[src/hdl/multi_slot_alarm_matcher_top_macros.svh]
// Assertion macros shared by the alarm matcher RTL.
// Depends on nothing; included by files that carry concurrent assertions.
`ifndef MULTI_SLOT_ALARM_MATCHER_TOP_MACROS_SVH
`define MULTI_SLOT_ALARM_MATCHER_TOP_MACROS_SVH

// Same-cycle implication, disabled while reset is asserted.
`define MSAM_ASSERT_IMP(label, clk, rst_n, ante, cons) \
    label: assert property (@(posedge clk) disable iff (!rst_n) (ante) |-> (cons)) \
        else $error("alarm matcher assertion failed");

// Next-cycle implication, disabled while reset is asserted.
`define MSAM_ASSERT_NXT(label, clk, rst_n, ante, cons) \
    label: assert property (@(posedge clk) disable iff (!rst_n) (ante) |=> (cons)) \
        else $error("alarm matcher assertion failed");

`endif

[src/hdl/msam_pkg.sv]
// Package for the alarm matcher: field widths, constants and word types.
// Depends on nothing; used by every module of the block.
package msam_pkg;

    // Number of alarm slots and configuration registers.
    localparam int SLOTS      = 4;
    localparam int CFG_REGS   = 4;
    localparam int CFG_IDX_W  = $clog2(CFG_REGS);

    // Field widths.
    localparam int WORD_W     = 12;
    localparam int STAMP_W    = 27;
    localparam int HOUR24_W   = 5;
    localparam int HOUR12_W   = 4;
    localparam int MIN_W      = 6;
    localparam int DELTA_W    = 11;
    localparam int SLOT_W     = 2;
    localparam int EPOCH_W    = 32;

    // Opcodes of an input word.
    localparam logic OP_TICK = 1'b0;
    localparam logic OP_ACK  = 1'b1;

    // Constants of the time arithmetic.
    localparam logic [WORD_W-1:0]   WORD_RESET  = 12'h700;
    localparam logic [EPOCH_W-1:0]  SYNC_EPOCH  = 32'd1700000000;
    localparam logic [DELTA_W-1:0]  DAY_MINUTES = 11'd1440;
    localparam logic [DELTA_W-1:0]  HOUR_MINUTES = 11'd60;
    // Reciprocal of 15 for (epoch >> 2) / 15, exact over 32-bit inputs with a shift of 35.
    localparam logic [31:0]         DIV15_MAGIC = 32'h8888_8889;
    localparam int                  DIV15_SHIFT = 35;
    localparam int                  PROD_W      = 62;

    typedef struct packed {
        logic                opcode;
        logic [EPOCH_W-1:0]  epoch_seconds;
        logic [HOUR24_W-1:0] local_hour;
        logic [MIN_W-1:0]    local_minute;
    } in_word_t;

    typedef struct packed {
        logic                fire;
        logic [SLOT_W-1:0]   fire_slot;
        logic                pending_held;
        logic                next_found;
        logic [HOUR12_W-1:0] next_hour;
        logic [MIN_W-1:0]    next_minute;
        logic                next_is_am;
        logic [DELTA_W-1:0]  next_delta;
    } out_word_t;

    // Broadcast from the scan stage to every cell.
    typedef struct packed {
        logic                scan_en;
        logic [STAMP_W-1:0]  stamp;
        logic [HOUR24_W-1:0] local_hour;
        logic [MIN_W-1:0]    local_minute;
        logic [DELTA_W-1:0]  now_min;
    } scan_t;

    // Passed from each cell to its right neighbor.
    typedef struct packed {
        logic                fire;
        logic [SLOT_W-1:0]   fire_slot;
        logic                found;
        logic [DELTA_W-1:0]  delta;
        logic [HOUR12_W-1:0] hour;
        logic [MIN_W-1:0]    minute;
        logic                am;
    } chain_t;

endpackage

[src/hdl/msam_cell.sv]
// One alarm slot cell: holds the slot word and its last fire stamp.
// Depends on msam_pkg; instantiated in a row by multi_slot_alarm_matcher_top.
module msam_cell (
    input  logic                          clk,
    input  logic                          rst_n,
    input  logic                          wr_en,
    input  logic [msam_pkg::WORD_W-1:0]   wr_data,
    input  logic [msam_pkg::SLOT_W-1:0]   slot_id,
    input  msam_pkg::scan_t               scan,
    input  msam_pkg::chain_t              chain_in,
    output msam_pkg::chain_t              chain_out
);
    import msam_pkg::*;

    logic [WORD_W-1:0]   word_reg;
    logic [STAMP_W-1:0]  stamp_reg;
    logic                en;
    logic                am;
    logic [HOUR12_W-1:0] raw_hour;
    logic [HOUR12_W-1:0] hour;
    logic [MIN_W-1:0]    raw_min;
    logic [MIN_W-1:0]    minute;
    logic [HOUR24_W-1:0] hour24;
    logic [DELTA_W-1:0]  amin;
    logic [DELTA_W:0]    delta_wide;
    logic [DELTA_W-1:0]  delta;
    logic                hit;
    logic                take;

    // Unpack the slot word, forcing bad hours to 12 and bad minutes to 0.
    always_comb
    begin
        en       = word_reg[11];
        am       = word_reg[10];
        raw_hour = word_reg[9:6];
        raw_min  = word_reg[5:0];
        hour     = (raw_hour < 4'd1 || raw_hour > 4'd12) ? 4'd12 : raw_hour;
        minute   = (raw_min > 6'd59) ? 6'd0 : raw_min;
        hour24   = ((hour == 4'd12) ? 5'd0 : HOUR24_W'(hour)) + (am ? 5'd0 : 5'd12);
        amin     = DELTA_W'(hour24) * HOUR_MINUTES + DELTA_W'(minute);
    end

    // Minutes from now to this alarm, wrapping to the next day.
    always_comb
    begin
        if (amin > scan.now_min)
        begin
            delta_wide = {1'b0, amin} - {1'b0, scan.now_min};
        end
        else
        begin
            delta_wide = {1'b0, amin} + {1'b0, DAY_MINUTES} - {1'b0, scan.now_min};
        end
        delta = delta_wide[DELTA_W-1:0];
    end

    // Fire match, and the soonest-alarm compare against the left neighbor.
    always_comb
    begin
        hit  = scan.scan_en && !chain_in.fire && en && (stamp_reg != scan.stamp) &&
               (hour24 == scan.local_hour) && (minute == scan.local_minute);
        take = en && (!chain_in.found || (delta < chain_in.delta));
        chain_out.fire      = chain_in.fire || hit;
        chain_out.fire_slot = hit ? slot_id : chain_in.fire_slot;
        chain_out.found     = chain_in.found || en;
        chain_out.delta     = take ? delta  : chain_in.delta;
        chain_out.hour      = take ? hour   : chain_in.hour;
        chain_out.minute    = take ? minute : chain_in.minute;
        chain_out.am        = take ? am     : chain_in.am;
    end

    // Slot word and fire stamp registers.
    always_ff @(posedge clk or negedge rst_n)
    begin
        if (!rst_n)
        begin
            word_reg  <= WORD_RESET;
            stamp_reg <= '0;
        end
        else
        begin
            if (wr_en)
            begin
                word_reg <= wr_data;
            end
            if (hit)
            begin
                stamp_reg <= scan.stamp;
            end
        end
    end

endmodule

[src/hdl/multi_slot_alarm_matcher_top.sv]
// Top level of the four-slot alarm matcher: input stage, cell row, output register.
// Depends on msam_pkg, msam_cell and multi_slot_alarm_matcher_top_macros.svh.
//
// Each input word passes two register stages. When the word is accepted, its epoch
// minute (from a 30 by 32 bit reciprocal multiply) and its saturated minute of day are
// loaded into the scan stage. Once the output register is free or drains, the row of
// slot cells runs and loads the output register, which holds the result word until it
// is taken. Both stages take a new word every cycle while results are taken, so the
// block then sustains one word per cycle. The input stalls only while the scan stage
// holds a word and the output register holds a result that is not taken in that cycle.
// Slot words are written through cfg_we, cfg_index and cfg_data and take effect at once.
module multi_slot_alarm_matcher_top (
    input  logic                             clk,
    input  logic                             rst_n,
    input  logic                             tick_valid,
    output logic                             tick_ready,
    input  msam_pkg::in_word_t               tick_word,
    output logic                             res_valid,
    input  logic                             res_ready,
    output msam_pkg::out_word_t              res_word,
    input  logic                             cfg_we,
    input  logic [msam_pkg::CFG_IDX_W-1:0]   cfg_index,
    input  logic [msam_pkg::WORD_W-1:0]      cfg_data
);
    import msam_pkg::*;
    `include "multi_slot_alarm_matcher_top_macros.svh"

    logic                s1_valid_reg;
    logic                s1_valid_next;
    logic                s1_op_reg;
    logic                s1_synced_reg;
    logic [STAMP_W-1:0]  s1_stamp_reg;
    logic [HOUR24_W-1:0] s1_hour_reg;
    logic [MIN_W-1:0]    s1_min_reg;
    logic [DELTA_W-1:0]  s1_now_reg;
    logic                pending_valid_reg;
    logic                pending_valid_next;
    logic                res_valid_reg;
    logic                res_valid_next;
    out_word_t           res_word_reg;
    logic                accept;
    logic                advance;
    logic [PROD_W-1:0]   prod;
    logic [HOUR24_W-1:0] sat_hour;
    logic [MIN_W-1:0]    sat_min;
    logic [DELTA_W-1:0]  now_min;
    scan_t               scan;
    chain_t              chain [SLOTS+1];

    // Handshake: the scan stage moves when the output register is free or drains.
    assign advance    = s1_valid_reg && (!res_valid_reg || res_ready);
    assign tick_ready = !s1_valid_reg || advance;
    assign accept     = tick_valid && tick_ready;
    assign res_valid  = res_valid_reg;
    assign res_word   = res_word_reg;

    // Input stage: epoch minute by reciprocal multiply, saturated local minute of day.
    always_comb
    begin
        prod     = PROD_W'(tick_word.epoch_seconds[EPOCH_W-1:2]) * PROD_W'(DIV15_MAGIC);
        sat_hour = (tick_word.local_hour > 5'd23) ? 5'd23 : tick_word.local_hour;
        sat_min  = (tick_word.local_minute > 6'd59) ? 6'd59 : tick_word.local_minute;
        now_min  = DELTA_W'(sat_hour) * HOUR_MINUTES + DELTA_W'(sat_min);
    end

    always_ff @(posedge clk)
    begin
        if (accept)
        begin
            s1_op_reg     <= tick_word.opcode;
            s1_synced_reg <= (tick_word.epoch_seconds >= SYNC_EPOCH);
            s1_stamp_reg  <= prod[DIV15_SHIFT+STAMP_W-1:DIV15_SHIFT];
            s1_hour_reg   <= tick_word.local_hour;
            s1_min_reg    <= tick_word.local_minute;
            s1_now_reg    <= now_min;
        end
    end

    // Scan request broadcast to the cells.
    always_comb
    begin
        scan.scan_en      = advance && (s1_op_reg == OP_TICK) && s1_synced_reg &&
                            !pending_valid_reg;
        scan.stamp        = s1_stamp_reg;
        scan.local_hour   = s1_hour_reg;
        scan.local_minute = s1_min_reg;
        scan.now_min      = s1_now_reg;
    end

    // Row of slot cells; the left end starts with nothing found.
    assign chain[0] = '0;

    for (genvar i = 0; i < SLOTS; i++)
    begin : g_cell
        logic cell_we;
        assign cell_we = cfg_we && (i < CFG_REGS) && (cfg_index == CFG_IDX_W'(i));

        msam_cell u_cell (
            .clk       (clk),
            .rst_n     (rst_n),
            .wr_en     (cell_we),
            .wr_data   (cfg_data),
            .slot_id   (SLOT_W'(i)),
            .scan      (scan),
            .chain_in  (chain[i]),
            .chain_out (chain[i+1])
        );
    end

    // Pending fire: set by a fire, cleared by an acknowledge.
    always_comb
    begin
        pending_valid_next = pending_valid_reg;
        if (advance)
        begin
            if (s1_op_reg == OP_ACK)
            begin
                pending_valid_next = 1'b0;
            end
            else if (chain[SLOTS].fire)
            begin
                pending_valid_next = 1'b1;
            end
        end
    end

    // Valid flags of the two stages.
    always_comb
    begin
        s1_valid_next = s1_valid_reg;
        if (accept)
        begin
            s1_valid_next = 1'b1;
        end
        else if (advance)
        begin
            s1_valid_next = 1'b0;
        end
        res_valid_next = res_valid_reg;
        if (advance)
        begin
            res_valid_next = 1'b1;
        end
        else if (res_ready)
        begin
            res_valid_next = 1'b0;
        end
    end

    always_ff @(posedge clk or negedge rst_n)
    begin
        if (!rst_n)
        begin
            s1_valid_reg      <= 1'b0;
            res_valid_reg     <= 1'b0;
            pending_valid_reg <= 1'b0;
        end
        else
        begin
            s1_valid_reg      <= s1_valid_next;
            res_valid_reg     <= res_valid_next;
            pending_valid_reg <= pending_valid_next;
        end
    end

    // Output register.
    always_ff @(posedge clk)
    begin
        if (advance)
        begin
            res_word_reg.fire         <= chain[SLOTS].fire;
            res_word_reg.fire_slot    <= chain[SLOTS].fire_slot;
            res_word_reg.pending_held <= pending_valid_next;
            res_word_reg.next_found   <= chain[SLOTS].found;
            res_word_reg.next_hour    <= chain[SLOTS].hour;
            res_word_reg.next_minute  <= chain[SLOTS].minute;
            res_word_reg.next_is_am   <= chain[SLOTS].am;
            res_word_reg.next_delta   <= chain[SLOTS].delta;
        end
    end

    // A delivered fire always leaves a fire pending.
    `MSAM_ASSERT_IMP(a_fire_pends, clk, rst_n,
                     res_valid_reg && res_word_reg.fire, res_word_reg.pending_held)
    // No slot fires while an earlier fire is still pending.
    `MSAM_ASSERT_IMP(a_no_fire_pending, clk, rst_n, advance && chain[SLOTS].fire, !pending_valid_reg)
    // An acknowledge clears the pending fire.
    `MSAM_ASSERT_NXT(a_ack_clears, clk, rst_n, advance && (s1_op_reg == OP_ACK), !pending_valid_reg)
    // The input side only stalls while both the scan stage and the output register hold a word.
    `MSAM_ASSERT_IMP(a_stall_cause, clk, rst_n, !tick_ready, s1_valid_reg && res_valid_reg)

endmodule

[config.mk]
export PLATFORM = sky130hd
export DESIGN_NAME = multi_slot_alarm_matcher_top
export DESIGN_NICKNAME = d
export VERILOG_FILES = /design/src/hdl/msam_pkg.sv /design/src/hdl/msam_cell.sv /design/src/hdl/multi_slot_alarm_matcher_top.sv
export VERILOG_INCLUDE_DIRS = /design/src /design/src/hdl
export SDC_FILE = /design/constraint.sdc
export NUM_CORES = 1
export LEC_CHECK = 0
export ABC_AREA = 1
export BUFFER_PORTS_ARGS = -buffer_cell sky130_fd_sc_hd__buf_2
export CAP_MARGIN = 20
export CORE_UTILIZATION = 45
export DETAILED_ROUTE_END_ITERATION = 16
export HOLD_SLACK_MARGIN = 0.08
export PLACE_DENSITY = 0.69
export SETUP_SLACK_MARGIN = 0.15
export SYNTH_ARGS = -nofsm -noshare
export SYNTH_HDL_FRONTEND = slang
export SYNTH_SLANG_ARGS = --single-unit
[constraint.sdc]
create_clock -name clk -period 18.15 [get_ports clk]
set_input_delay 3.63 -clock clk [delete_from_list [all_inputs] [get_ports clk]]
set_output_delay 3.63 -clock clk [all_outputs]
set_load 0.005 [all_outputs]
==> metrics.csv, run 1 <==
stage,metric,value,unit
cells_and_area,area_growth_syn_to_layout,7.27,%
global_route,grt_pass1_vias,21200,
cts,cts_root_buf,clkbuf_16,
floorplanning,core,60800,um2
logic_synthesis,synth-compound-area-share,11.6,%
drt,num_vias,21800,
cells_and_area,layout.nets,4113,
logic_synthesis,synth_most_common_cell,inv_1,
cells_and_area,fillCellCount,5880,
drt,drc,0,
logic_synthesis,ys_async_sr_fraction,67.1,%
setup_path,end_kind,flip-flop,
cts,postCtsSetupBuffers,0,
setup_path,cp_top_family,simple AND/OR/NAND/NOR gates,
timing,rsz0062_at_grt,false,
logic_synthesis,yosysTopAreaCellShare,20.4,%
setup_path,cp_num_buf_inv,13,
floorplanning,die-height,251,um
timing,worst_pin_slew,0.925,ns
setup_path,r2r_setup_slack,6.29,ns
cts,path_clk_slew,0.06,ns
logic_synthesis,ys_types,62,
timing,fin_crit_sh,65.4,%
global_route,antenna_found_initial,5,
cts,htreeDepth,1,
timing,fmax,84.3,MHz
cts,cts-hold-fix-buffers,0,
cells_and_area,largest_reg_flops,108,
drt,drtAntennaViolNets,0,
logic_synthesis,ys_seq_elements,237,
floorplanning,die_w,251,um
setup_path,crit_type,reg2reg,
global_route,grt_usage,21.5,%
drt,wire_per_inst,16.1,um
cts,cts_made_buffers,25,
logic_synthesis,synthMuxAreaShare,0.323,%
timing,slew-limit-headroom,38.3,%
global_route,grt-ovfl-total,0,
logic_synthesis,yosysSeqAreaShare,22.7,%
setup_path,crit_path_start_kind,flip-flop,
logic_synthesis,synth_edf_count,78,
logic_synthesis,synthAdderAreaFrac,33.5,%
floorplanning,initial_utilization,45.9,%
timing,fin_crit,11.86,ns
logic_synthesis,synth_area,27900,um2
setup_path,crit_arrival,12.18,ns
setup_path,cp_common_cell,nand2_1,
logic_synthesis,syn_nets,4071,
floorplanning,rows,90,
logic_synthesis,avgSynthCellArea,8.28,um2
logic_synthesis,synth_common_cells,"610 x inv_1, 552 x nand2_1, 456 x ha_1, 292 x o21ai_0, 183 x nor2_1",
drt,routed_via_density,5.17,
cells_and_area,drive_above_1_share,5.54,%
cells_and_area,multi_input_area,18900,um2
outcome,status,completed,
setup_path,cp_slowest_stage_delay,0.57,ns
cts,clkLatencyLatePin,0.59,ns
setup_path,cpMaxStageDelayCell,fa_1,
logic_synthesis,synthCells,3370,
floorplanning,die_area,63000,um2
logic_synthesis,yosysTopAreaCell,ha_1,
logic_synthesis,yosys.area_share.xor_xnor,7.91,%
global_route,grt_max_degree,100,
cells_and_area,area.sequential,6340,um2
drt,routed_wl,67.8,mm
run,maxCapViolations,0,
timing,tns,0,ns
cts,post_cts_resized,0,
timing,drv_slew,0,
cts,clock_sinks,237,
cts,tritoncts,yes,
timing,hold_viol_final,0,
placement,gp_routability_congestion,0.938,
worst_hold_path,hold_path_class,reg2reg,
global_route,grt_pass1_wl,109,mm
cts,clock_path_buffers,3,
timing,finalSetupViolCount,0,
placement,hpwl,56.4,mm
drt,dr.pass1.iters,6,
setup_path,crit_required,18.47,ns
floorplanning,io_pins,92,
placement,port_buffers,89,
timing,skew,0.0355,ns
logic_synthesis,yosysWarnings,0,
setup_path,path_max_fanout,36,
drt,drt-initial-drc-count,1206,
logic_synthesis,synth_top_family_by_area,adder cells,
logic_synthesis,synth_area_leaders,"ha_1 20%, dfrtp_1 13%, fa_1 13%, edfxtp_1 8.4%, inv_1 8.2%",
logic_synthesis,synth_simple_gate_area_share,14.5,%
logic_synthesis,ys.flop_type,dfrtp_1,
[kinds of logic after synthesis]
logic type / count (synthesis)
muxes: 9
and+or+nand+nor: 951
buffers and inverters: 696
xor gates and xnor gates: 252
adders and majority gates: 638
DFF: 237
AOI/OAI and AO/OA: 587
[metrics by stage]
stage          cell area [um2]  setup slack [ns]  hold slack, ns  utilization, %  instances
2_1_floorplan            27900              8.32           0.432               -       3370
3_3_place_gp             29000              6.02           0.469            47.7       4163
3_5_place_dp             29000              5.89           0.474            47.7       4163
4_1_cts                  29900              5.86           0.490            49.1       4209
5_1_grt                  29900              5.18           0.515            49.2       4214
6_report                 29900              6.29           0.491            49.2       4215
[cell type report]
| cell class | count | area share [%] |
|---|---|---|
| diodes | 2 | 0.0167 |
| clock buffers | 29 | 2.31 |
| clock inverters | 17 | 0.535 |
| inverters | 611 | 7.66 |
| multi-input cells | 2437 | 63.2 |
| flip-flops and latches | 237 | 21.2 |
| well taps | 782 | 3.27 |
| repair buffers | 100 | 1.89 |
[worst paths after layout]
path / from / to / depth (start not counted)
setup / recovery: g_cell[1].u_cell.word_reg[8] / res_word[10] / 63
hold / removal: g_cell[3].u_cell.word_reg[5] / g_cell[3].u_cell.word_reg[5] / 2
setup reg to reg: g_cell[1].u_cell.word_reg[8] / res_word[10] / 63
hold reg to reg: g_cell[3].u_cell.word_reg[5] / g_cell[3].u_cell.word_reg[5] / 2
max in group asynchronous: rst_n / g_cell[3].u_cell.stamp_reg[5] / 2
min in group asynchronous: rst_n / g_cell[0].u_cell.stamp_reg[22] / 1
[cell usage in the layout (no fill, tap or decap), types with 4 or more instances in the layout]
cell type / Yosys / final
nor3_1: 18 / 18
xor2_1: 178 / 178
nor4_1: 30 / 30
clkinv_2: 0 / 4
edfxtp_1: 78 / 78
a31oi_1: 25 / 25
clkbuf_16: 0 / 26
xnor2_1: 74 / 74
nor2_1: 183 / 183
o31ai_1: 6 / 6
nand4_1: 22 / 22
nand2_2: 6 / 7
o211ai_1: 16 / 16
nand2_4: 4 / 4
nand3b_1: 5 / 5
dfrtp_1: 147 / 147
buf_4: 1 / 8
a211oi_1: 4 / 4
o21a_1: 7 / 7
nand3_1: 105 / 105
a21o_1: 4 / 4
inv_1: 610 / 609
o22ai_1: 6 / 6
o2111ai_1: 9 / 9
dfstp_2: 12 / 12
and2_1: 4 / 4
fa_1: 182 / 182
a2111oi_0: 5 / 5
o21ai_0: 292 / 292
o21bai_1: 9 / 9
or2_2: 9 / 9
nand2_1: 552 / 551
ha_1: 456 / 456
clkinv_1: 0 / 5
buf_2: 5 / 88
mux2i_1: 9 / 9
a21oi_1: 181 / 181
[layer usage]
metal / share of wire (%) / wire (um) / GRT usage [%] / vias to the layer above
li1: - / - / - / 11000
met1: 46 / 31500 / 29.8 / 10200
met2: 47 / 32000 / 36.7 / 442
met3: 5.1 / 3430 / 2.33 / 72
met4: 1.4 / 940 / 3.76 / 6
met5: 0.053 / 36 / 0 / -
[worst min-delay path, stage by stage, from the launching register on]
cell and delay (ns):
dfrtp_1 0.34, nand2_1 0.06, o21ai_0 0.06
Power of run 1 is left out: the tool's default activity adds up to more than one toggle a clock period on the data nets, which glitch-free logic cannot reach.
==> inputs of run 2 (changes only) <==
Settings changed: PLACE_DENSITY 0.69 to 0.71.
Clock period 18.15 ns to 9.87 ns, I/O delays scaled along.
==> run 2 against run 1 <==
- sequential share of layout area fell by 1.6 points
- non-clock buffer count grew 175
- global-route usage rose by 0.87 points
- worst setup slack got worse by 6.2 ns
- critical path type unchanged
- largest cell class unchanged
- highest routed layer unchanged
==> metrics.csv, run 2 (synthesis results as in run 1) <==
stage,metric,value,unit,change
timing,hold_viol_final,0,,unchanged
setup_path,cp_common_cell,nand2_1,,
setup_path,crit_path_start_kind,flip-flop,,
run,maxCapViolations,0,,unchanged
placement,port_buffers,89,,unchanged
timing,worst_pin_slew,0.921,ns,-0.00460 ns
floorplanning,die-height,251,um,unchanged
setup_path,end_kind,flip-flop,,
drt,wire_per_inst,16.4,um,+1.9%
setup_path,path_max_fanout,14,,-61%
timing,fmax,102,MHz,+21%
cts,cts-hold-fix-buffers,0,,unchanged
cells_and_area,layout.nets,4292,,+4.4%
timing,tns,0,ns,unchanged
setup_path,cpMaxStageDelayCell,fa_1,,
timing,drv_slew,0,,unchanged
drt,top_layer_used,met5,,
cts,cts_root_buf,clkbuf_16,,
cts,cts_made_buffers,25,,unchanged
timing,fin_crit,9.79,ns,-2.07 ns
timing,worst_hold_slack,0.486,ns,-0.00504 ns
global_route,grt_pass1_vias,22400,,+6.1%
timing,rsz0062_at_grt,true,,
global_route,grt_pass1_wl,114,mm,+4.8%
global_route,grt_usage,22.4,%,+0.87 points
setup_path,crit_arrival,10.10,ns,-2.08 ns
cts,path_clk_slew,0.06,ns,about the same
cells_and_area,largest_reg_flops,108,,unchanged
worst_hold_path,hp-start,g_cell[2].u_cell.word_reg[3],,
cells_and_area,drive_above_1_share,14.7,%,+9.2 points
drt,wl_met3,3.26,mm,-5.1%
setup_path,r2r-start,g_cell[1].u_cell.word_reg[8],,
setup_path,r2r_setup_slack,0.08,ns,-6.21 ns
floorplanning,die_w,251,um,unchanged
cells_and_area,layout_commonest_cell,inv_1,,
global_route,grt-ovfl-total,0,,unchanged
floorplanning,rows,90,,unchanged
setup_path,r2r_end,res_word[13],,
placement,gp_routability_congestion,0.942,,+0.46%
cells_and_area,fillCellCount,5589,,-4.9%
global_route,antenna_found_initial,6,,+1
drt,drtAntennaViolNets,0,,unchanged
cts,clock_path_buffers,3,,unchanged
drt,routed_via_density,5.21,,+0.68%
floorplanning,die_area,63000,um2,unchanged
drt,dr_wl_met2,34.6,mm,+8.2%
floorplanning,initial_utilization,45.9,%,unchanged
setup_path,cp_slowest_stage_delay,0.57,ns,about the same
drt,wl_met1,32.6,mm,+3.6%
floorplanning,io_pins,92,,unchanged
cts,clkLatencyLatePin,0.57,ns,-0.02 ns
worst_hold_path,min_path_cells,2,,unchanged
drt,num_vias,22900,,+4.9%
drt,dr.pass1.iters,5,,-1
cells_and_area,area_growth_syn_to_layout,16.1,%,
cts,clock_sinks,237,,unchanged
worst_hold_path,hold_path_class,reg2reg,,
setup_path,worstRegToRegCells,66,,+4.8%
worst_hold_path,min_to,g_cell[2].u_cell.word_reg[3],,
cts,tritoncts,yes,,
global_route,grt_max_degree,87,,-13%
cells_and_area,final_util,53.3,%,+4.0 points
timing,skew,0.0360,ns,+0.000540 ns
setup_path,crit_required,10.18,ns,-8.29 ns
floorplanning,core,60800,um2,unchanged
drt,routed_wl,72.1,mm,+6.2%
timing,finalSetupViolCount,0,,unchanged
drt,drc,0,,unchanged
cells_and_area,layout_common_cells,"588 x inv_1, 512 x nand2_1, 429 x ha_1, 266 x o21ai_0, 181 x fa_1",,
timing,fin_crit_sh,99.2,%,+34 points
outcome,status,completed,,
drt,drt-initial-drc-count,1324,,+9.8%
timing,slew-limit-headroom,37.8,%,-0.47 points
cts,htreeDepth,1,,unchanged
setup_path,crit_type,reg2reg,,
placement,hpwl,57.6,mm,+2.1%
run 2: cell count changes in the layout (fill, tap and decap cells not counted), sizes merged:
cell      previous run  this run
clkbuf              29        37
clkinvlp             2         1
clkinv              10         5
nand2              562       566
buf                100       274
diode                2         1
bufinv               2         1
run 2: worst max-delay path, delay by kind of cell (launching register included):
kind                     cells  cell delay (ns)
AND/OR/NAND/NOR             32             2.79
flip-flops                   1             0.56
adder cells (fa/ha/maj)      9             3.09
buffers and inverters       15             1.49
multiplexers                 1             0.23
XOR/XNOR                     2             0.37
AO/OA/AOI/OAI                7             0.94
run 2: worst max path at each step:
stage	start	end	slack [ns]	cells past startpoint
global route	g_cell[1].u_cell.word_reg[8]	res_word[13]	-0.39	65
global placement	g_cell[1].u_cell.word_reg[8]	res_word[2]	-0.22	63
floorplan	g_cell[1].u_cell.word_reg[8]	res_word[8]	0.19	72
detailed placement	g_cell[1].u_cell.word_reg[8]	res_word[2]	-0.31	63
finish	g_cell[1].u_cell.word_reg[8]	res_word[13]	0.08	66
CTS	g_cell[1].u_cell.word_reg[8]	res_word[3]	0.14	68
run 2: per-stage QoR:
| stage | cells | area, um2 | setup slack [ns] |
|---|---|---|---|
| global route | 4392 | 32400 | -0.390 |
| global placement | 4278 | 29900 | -0.223 |
| finish | 4393 | 32400 | 0.0792 |
| CTS | 4371 | 31500 | 0.141 |
| detailed placement | 4278 | 29900 | -0.311 |
| floorplan | 3370 | 27900 | 0.195 |
run 2: area by class of cell:
class	count	area, um2	area share, %
inverter	611	2300	7.11
clock buffer	36	728	2.25
antenna	1	2.50	0.00772
sequential	237	6340	19.6
clock inverter	10	103	0.317
timing repair buffer	275	2050	6.33
multi-input combinational	2441	19900	61.4
tap	782	978	3.02
run 2: routing by layer:
layer,global-route usage (%),up-vias
met5,0,-
met4,4.93,8
met3,2.41,103
met2,38.7,519
met1,30.1,10800
li1,-,11400
run 2: repair_timing:
action	4_1_cts	5_1_grt
setup endpoints to repair	22	22
gates cloned	5	2
gates resized for setup	83	152
setup buffers	42	18
pin swaps	39	100
Power of run 2 is left out for the same reason.
